--- src/rtl/tpi_pkg.sv ---
// Shared constants, types and the quarter-wave sine table of the turtle path interpreter.
package tpi_pkg;

	localparam int STACK_DEPTH  = 64;
	localparam int SINE_ENTRIES = 1024;

	localparam int STACK_AW = $clog2(STACK_DEPTH);
	localparam int DEPTH_W  = $clog2(STACK_DEPTH + 1);
	localparam int SINE_AW  = $clog2(SINE_ENTRIES);

	localparam int SYM_W     = 8;
	localparam int POS_W     = 24;
	localparam int HEAD_W    = 16;
	localparam int STEP_W    = 16;
	localparam int MAG_W     = 17;
	localparam int FRAC_W    = HEAD_W - 2;
	localparam int KIND_W    = 2;
	localparam int CFG_W     = 16;
	localparam int CFG_IDX_W = 3;
	localparam int WORD_W    = 2 * POS_W + HEAD_W;

	localparam int IN_DATA_W  = SYM_W + 2 * POS_W + HEAD_W;
	localparam int OUT_DATA_W = 4 * POS_W;

	localparam logic [SYM_W-1:0]  PUSH_CODE    = 8'd91;
	localparam logic [SYM_W-1:0]  POP_CODE     = 8'd93;
	localparam logic [SYM_W-1:0]  FWD_SYM_RST  = 8'd70;
	localparam logic [SYM_W-1:0]  LEFT_SYM_RST = 8'd43;
	localparam logic [SYM_W-1:0]  RIGHT_SYM_RST = 8'd45;
	localparam logic [STEP_W-1:0] TURN_RST     = 16'd16384;
	localparam logic [STEP_W-1:0] STEP_RST     = 16'd2560;
	localparam logic [HEAD_W-1:0] HEAD_RST     = 16'd1820;
	localparam logic [HEAD_W-1:0] QUARTER_TURN = 16'h4000;
	localparam logic [MAG_W-1:0]  MAG_ONE      = 17'h10000;
	localparam logic [63:0]       HALF_PI_Q30  = 64'd1686629713;

	typedef enum logic [KIND_W-1:0] {
		KIND_SEGMENT   = 2'd0,
		KIND_UNDERFLOW = 2'd1,
		KIND_OVERFLOW  = 2'd2
	} kind_t;

	typedef enum logic [CFG_IDX_W-1:0] {
		REG_FWD_SYM    = 3'd0,
		REG_LEFT_SYM   = 3'd1,
		REG_RIGHT_SYM  = 3'd2,
		REG_TURN_STEP  = 3'd3,
		REG_STEP_LEN   = 3'd4
	} cfg_reg_t;

	typedef struct packed {
		logic [MAG_W-1:0] mag;
		logic             neg;
	} trig_t;

	typedef struct packed {
		logic                      first;
		logic                      move;
		logic                      push_ok;
		logic                      pop_ok;
		logic                      byp_pop;
		logic                      has_res;
		kind_t                     kind;
		logic [STACK_AW-1:0]       waddr;
		logic [HEAD_W-1:0]         h_turn;
		logic signed [POS_W-1:0]   start_x;
		logic signed [POS_W-1:0]   start_y;
	} item_t;

	typedef logic [MAG_W-1:0] sine_tbl_t [SINE_ENTRIES];

	function automatic sine_tbl_t build_sine_tbl();
		sine_tbl_t          tbl;
		logic [63:0]        x;
		logic [63:0]        x2;
		logic [63:0]        term;
		logic [63:0]        v;
		logic signed [63:0] sum;
		int                 i;
		int                 k;
		for (i = 0; i < SINE_ENTRIES; i++) begin
			x    = (HALF_PI_Q30 * 64'(i)) / SINE_ENTRIES;
			x2   = (x * x) >> 30;
			term = x;
			sum  = signed'(x);
			for (k = 1; k <= 6; k++) begin
				term = (term * x2) >> 30;
				case (k)
					1: term = term / 6;
					2: term = term / 20;
					3: term = term / 42;
					4: term = term / 72;
					5: term = term / 110;
					6: term = term / 156;
					default: term = term;
				endcase
				if (k[0]) begin
					sum = sum - signed'(term);
				end else begin
					sum = sum + signed'(term);
				end
			end
			if (sum < 0) begin
				sum = 0;
			end
			v = (unsigned'(sum) + 64'd8192) >> 14;
			if (v > 64'd65536) begin
				v = 64'd65536;
			end
			tbl[i] = v[MAG_W-1:0];
		end
		return tbl;
	endfunction

endpackage

--- src/rtl/tpi_step_unit.sv ---
// One axis of a forward step: scale by step length, round, add and saturate.
module tpi_step_unit (
	input  logic signed [tpi_pkg::POS_W-1:0]  from_pos,
	input  tpi_pkg::trig_t                    trig,
	input  logic [tpi_pkg::STEP_W-1:0]        step_length,
	output logic signed [tpi_pkg::POS_W-1:0]  to_pos
);
	import tpi_pkg::*;

	localparam int PROD_W  = MAG_W + STEP_W;
	localparam int DELTA_W = PROD_W - STEP_W + 1;
	localparam int SUM_W   = POS_W + 2;
	localparam logic [PROD_W:0] ROUND_HALF = (PROD_W + 1)'(1) << (STEP_W - 1);

	logic [PROD_W-1:0]       prod;
	logic [PROD_W:0]         rounded;
	logic [DELTA_W-1:0]      delta;
	logic signed [SUM_W-1:0] delta_s;
	logic signed [SUM_W-1:0] sum;
	logic                    ovf;

	always_comb begin
		prod    = PROD_W'(trig.mag) * PROD_W'(step_length);
		rounded = {1'b0, prod} + ROUND_HALF;
		delta   = rounded[PROD_W:STEP_W];
		delta_s = $signed({{(SUM_W - DELTA_W){1'b0}}, delta});
		if (trig.neg) begin
			sum = SUM_W'(from_pos) - delta_s;
		end else begin
			sum = SUM_W'(from_pos) + delta_s;
		end
		ovf = (sum[SUM_W-1:POS_W-1] != {(SUM_W - POS_W + 1){1'b0}}) &&
		      (sum[SUM_W-1:POS_W-1] != {(SUM_W - POS_W + 1){1'b1}});
		if (!ovf) begin
			to_pos = sum[POS_W-1:0];
		end else if (sum[SUM_W-1]) begin
			to_pos = {1'b1, {(POS_W - 1){1'b0}}};
		end else begin
			to_pos = {1'b0, {(POS_W - 1){1'b1}}};
		end
	end

endmodule

--- config.mk ---
export PLATFORM = sky130hd
export DESIGN_NAME = tpi_step_unit
export DESIGN_NICKNAME = d
export VERILOG_FILES = /design/src/rtl/tpi_pkg.sv /design/src/rtl/tpi_step_unit.sv
export SDC_FILE = /design/constraint.sdc
export NUM_CORES = 1
export LEC_CHECK = 0
export BUFFER_PORTS_ARGS = -buffer_cell sky130_fd_sc_hd__clkbuf_2
export CAP_MARGIN = 10
export CORE_ASPECT_RATIO = 1.25
export CORE_UTILIZATION = 65
export DETAILED_ROUTE_END_ITERATION = 16
export PLACE_DENSITY_LB_ADDON = 0.05
export SLEW_MARGIN = 10
export SYNTH_ARGS = -nofsm -noshare
export SYNTH_HDL_FRONTEND = slang
export SYNTH_SLANG_ARGS = --single-unit
--- constraint.sdc ---
create_clock -name vclk -period 20.9
set_input_delay 4.18 -clock vclk [all_inputs]
set_output_delay 4.18 -clock vclk [all_outputs]
set_load 0.05 [all_outputs]
==> results of run 1 <==
-- cell type report --
cell class                 instances  area (µm²)  area share, %
multi-input combinational       1018       10100           85.8
inverter                         262         983           8.38
timing repair buffer              82         410           3.50
tap                              220         275           2.35
-- metrics by stage --
step                cell area, µm²  utilization, %  setup slack (ns)
detailed placement           11700            69.6              2.13
CTS                          11700            69.6              2.09
global placement             11700            69.6              2.36
global route                 11700            69.7              1.38
finish                       11700            69.7              2.14
floorplan                    11200               -              3.32
-- worst min-delay path by stage --
stage	startpoint	endpoint	slack [ns]	cells past startpoint
2_1_floorplan	from_pos[1]	to_pos[1]	8.97	2
3_3_place_gp	from_pos[1]	to_pos[1]	9.09	4
3_5_place_dp	from_pos[1]	to_pos[1]	9.09	4
4_1_cts	from_pos[1]	to_pos[1]	9.10	4
5_1_grt	from_pos[1]	to_pos[1]	9.15	4
6_report	from_pos[1]	to_pos[1]	9.10	4
-- logic make-up after synthesis --
kind of cell / count (synthesis)
mux: 3
compound gates: 179
simple gates: 412
fa+ha+maj: 376
buf+inv: 311
xor+xnor: 48
-- placed cells by master, fill, tap and decap left out, types with 8 or more instances in the layout --
master | synthesis | routed
nand2_1 | 163 | 163
nor3_1 | 11 | 11
xnor2_1 | 29 | 28
o21ai_0 | 25 | 25
a21o_1 | 17 | 17
a21oi_1 | 49 | 49
ha_1 | 144 | 144
fa_1 | 209 | 209
a31oi_1 | 14 | 14
clkbuf_2 | 0 | 82
maj3_2 | 19 | 19
nor2b_1 | 11 | 11
and2_1 | 136 | 136
xor2_1 | 19 | 18
nand3_1 | 16 | 16
nor2_1 | 34 | 34
a211oi_1 | 8 | 8
inv_1 | 262 | 262
-- layer usage --
metal | share of wire (%) | global-route usage (%)
met1 | 40 | 38.6
met3 | 6.9 | 4.36
met2 | 51 | 55.9
met5 | 0 | 0
met4 | 1.8 | 4.94
==> flow_metrics.py, run 1 <==
metrics = {
    "layout": {
        "area_delta_synth_final_pct": 4.48,
        "drive_above_1_share_pct": 8.88,
        "nClkBuffers": 0,
        "instances_no_fill": 1582,
        "seqCellArea_um2": 0,
        "fillers": 1454,
        "seq_cell_count": 0,
        "antennaDiodeCount": 0,
        "layout.nets": 1775,
    },
    "logic_synthesis": {
        "synth_top_family_by_area": "adder cells",
        "yosysWarningCount": 0,
        "syn_nets": 1740,
        "synth_area_leader_cell": "fa_1",
        "synth_cell_types": 71,
        "synth-xor-area-share_pct": 3.74,
        "synth_common_cells": "262 x inv_1, 209 x fa_1, 163 x nand2_1",
        "synth-seq-area-share_pct": 0,
        "synth_top_area_share_pct": 37.3,
        "synth_compound_area_share_pct": 11.1,
        "yosysMostFrequentCell": "inv_1",
        "synthAdderAreaFrac_pct": 55.6,
        "synthMuxAreaShare_pct": 0.267,
        "synth_area_mm2": 0.0112,
        "yosys.area_share.simple_pct": 18.7,
        "synth_cells": 1329,
        "synth_area_leaders": "fa_1 37%, ha_1 16%, inv_1 8.8%",
        "synth_area_per_cell_um2": 8.45,
    },
    "routing": {
        "drt_iter0_drc": 408,
        "drt-wirelength-per-cell_um": 16.1,
        "vias": 9107,
        "avgViaCountPerCell": 5.76,
        "drc": 0,
        "ant_nets": 0,
        "routed_wl_mm": 25.4,
        "dr.pass1.iters": 5,
    },
    "clock_tree": {
        "cts_resized": 0,
        "cts_setup_buffers": 0,
        "hold_buffers": 0,
    },
    "sta": {
        "setup_viol": 0,
        "worstMarginPinSlew_ns": 1.14,
        "tns_ns": 0,
        "maxSlewViolCount": 0,
        "final-hold-violation-count": 0,
        "timing.final.crit_share_pct": 89.8,
        "relSlewSlack_pct": 23.9,
        "hold_slack_ns": 9.10,
        "rsz0062_at_grt": "no",
        "finalCriticalPeriod_ns": 18.76,
        "fmax_ghz": 0.0533,
    },
    "run": {
        "max-cap-violations": 0,
    },
    "floorplan": {
        "rows": 53,
        "core_area_mm2": 0.0168,
        "num_io_pins": 82,
        "start_util_pct": 66.7,
        "die-height_um": 149,
        "die-area_mm2": 0.0178,
        "die_w_um": 120,
    },
    "global_route": {
        "grt_overflow_total": 0,
        "grt_pass1_wl_mm": 44.1,
        "grt_max_degree": 25,
        "grt_pass1_vias": 9462,
        "grtUsageTotal_pct": 30.5,
        "antenna_found_initial": 0,
    },
    "worst_setup_path": {
        "cp_common_cell": "fa_1",
        "path_class": "in -> out",
        "crit_buf_inv": 7,
        "critPathMaxFanout": 23,
        "crit_family": "adder cells",
        "required_ns": 16.72,
        "startpoint": "trig[8]",
        "cp.depth": 35,
        "cp-end-kind": "primary output",
        "crit_arrival_ns": 14.58,
        "cpMaxStageDelayCell": "xor2_2",
        "slowest_delay_ns": 0.91,
        "cp-endpoint": "to_pos[10]",
        "worst_setup_path_start_kind": "primary input",
    },
    "outcome": {
        "outcome": "complete, no violations",
    },
    "hold_path": {
        "min_path_type": "in -> out",
    },
    "placement": {
        "portBuffers": 82,
        "hpwl_mm": 21.9,
        "dp.cells": 1582,
        "place.gp.congestion": 0.925,
    },
}
Power of run 1 is left out: the tool's default activity adds up to more than one toggle a clock period on the data nets, which glitch-free logic cannot reach.
==> run 2, diff against run 1 <==
CORE_UTILIZATION = 60   (was 65)
clock period = 21.4 ns   (was 20.9 ns; I/O delays follow)
==> flow_metrics.py, run 2 (same netlist as run 1, synthesis figures left out) <==
metrics = {
    "global_route": {
        "antenna_found_initial": 0,
        "grt_pass1_vias": 9548,
        "grt_max_degree": 25,
        "grt_overflow_total": 0,
        "grtUsageTotal_pct": 28.2,
        "grt_pass1_wl_mm": 45.4,
    },
    "routing": {
        "met1_length_mm": 11.0,
        "met2_length_mm": 12.9,
        "ant_nets": 0,
        "drt-wirelength-per-cell_um": 15.9,
        "vias": 9057,
        "dr.pass1.iters": 5,
        "met3_length_mm": 1.22,
        "routed.top_layer": "met4",
        "drt_iter0_drc": 523,
        "routed_wl_mm": 25.4,
        "avgViaCountPerCell": 5.69,
        "drc": 0,
    },
    "layout": {
        "drive_above_1_share_pct": 8.95,
        "seq_cell_count": 0,
        "final_cell_mix": "262 x inv_1, 209 x fa_1, 163 x nand2_1, 144 x ha_1, 136 x and2_1",
        "layout.nets": 1776,
        "area_delta_synth_final_pct": 4.53,
        "instances_no_fill": 1591,
        "seqCellArea_um2": 0,
        "fillers": 1664,
        "antennaDiodeCount": 0,
        "nClkBuffers": 0,
        "final_common_cell": "inv_1",
        "multi_input_area_mm2": 0.0101,
    },
    "floorplan": {
        "die-height_um": 155,
        "core_area_mm2": 0.0182,
        "rows": 55,
        "die-area_mm2": 0.0193,
        "num_io_pins": 82,
        "start_util_pct": 61.6,
        "die_w_um": 124,
    },
    "sta": {
        "tns_ns": 0,
        "final-hold-violation-count": 0,
        "finalCriticalPeriod_ns": 18.97,
        "maxSlewViolCount": 0,
        "setup_viol": 0,
        "worstMarginPinSlew_ns": 1.15,
        "fmax_ghz": 0.0527,
        "timing.final.crit_share_pct": 88.6,
        "relSlewSlack_pct": 23.4,
        "rsz0062_at_grt": "no",
    },
    "run": {
        "max-cap-violations": 0,
    },
    "worst_setup_path": {
        "slowest_delay_ns": 0.91,
        "crit_buf_inv": 8,
        "cp-end-kind": "primary output",
        "crit_arrival_ns": 14.69,
        "critPathMaxFanout": 23,
        "required_ns": 17.12,
        "crit_family": "adder cells",
        "cpMaxStageDelayCell": "xor2_2",
        "startpoint": "step_length[7]",
        "worst_setup_path_start_kind": "primary input",
        "path_class": "in -> out",
    },
    "placement": {
        "hpwl_mm": 21.7,
        "place.gp.congestion": 0.921,
        "portBuffers": 82,
        "dp.cells": 1591,
    },
    "clock_tree": {
        "cts_resized": 0,
        "hold_buffers": 0,
        "cts_setup_buffers": 0,
    },
    "outcome": {
        "outcome": "complete, no violations",
    },
    "hold_path": {
        "min_path_type": "in -> out",
        "hold_start": "from_pos[1]",
    },
}
## run 2: changes by cell type in the layout (fill, tap and decap cells not counted)
cell,before,now
buf_4,0,1
xnor2_2,0,1
xnor2_4,1,0
## run 2: worst paths after layout
kind / endpoint / slack [ns] / cells past startpoint
worst max-delay path: to_pos[9] / 2.43 / 36
worst min-delay path: to_pos[1] / 9.27 / 4
## run 2: metrics by stage
stage	setup slack, ns	hold WS, ns	utilization (%)	instance area [µm²]
finish	2.43	9.27	64.4	11700
detailed placement	2.42	9.27	64.4	11700
CTS	2.37	9.28	64.4	11700
global route	1.79	9.31	64.4	11700
global placement	2.59	9.28	64.4	11700
floorplan	3.62	9.17	-	11200
## run 2: layer usage
layer  global-route usage, %  vias to the layer above
met4                    2.70                        0
met5                       0                        -
li1                        -                     4296
met3                    2.58                       27
met2                    52.1                      248
met1                    37.1                     4486
## run 2: cell type report
type | count | area share [%]
multi-input combinational | 1018 | 85.6
timing repair buffer | 83 | 3.56
tap | 228 | 2.43
inverter | 262 | 8.38
Power of run 2 is left out for the same reason.
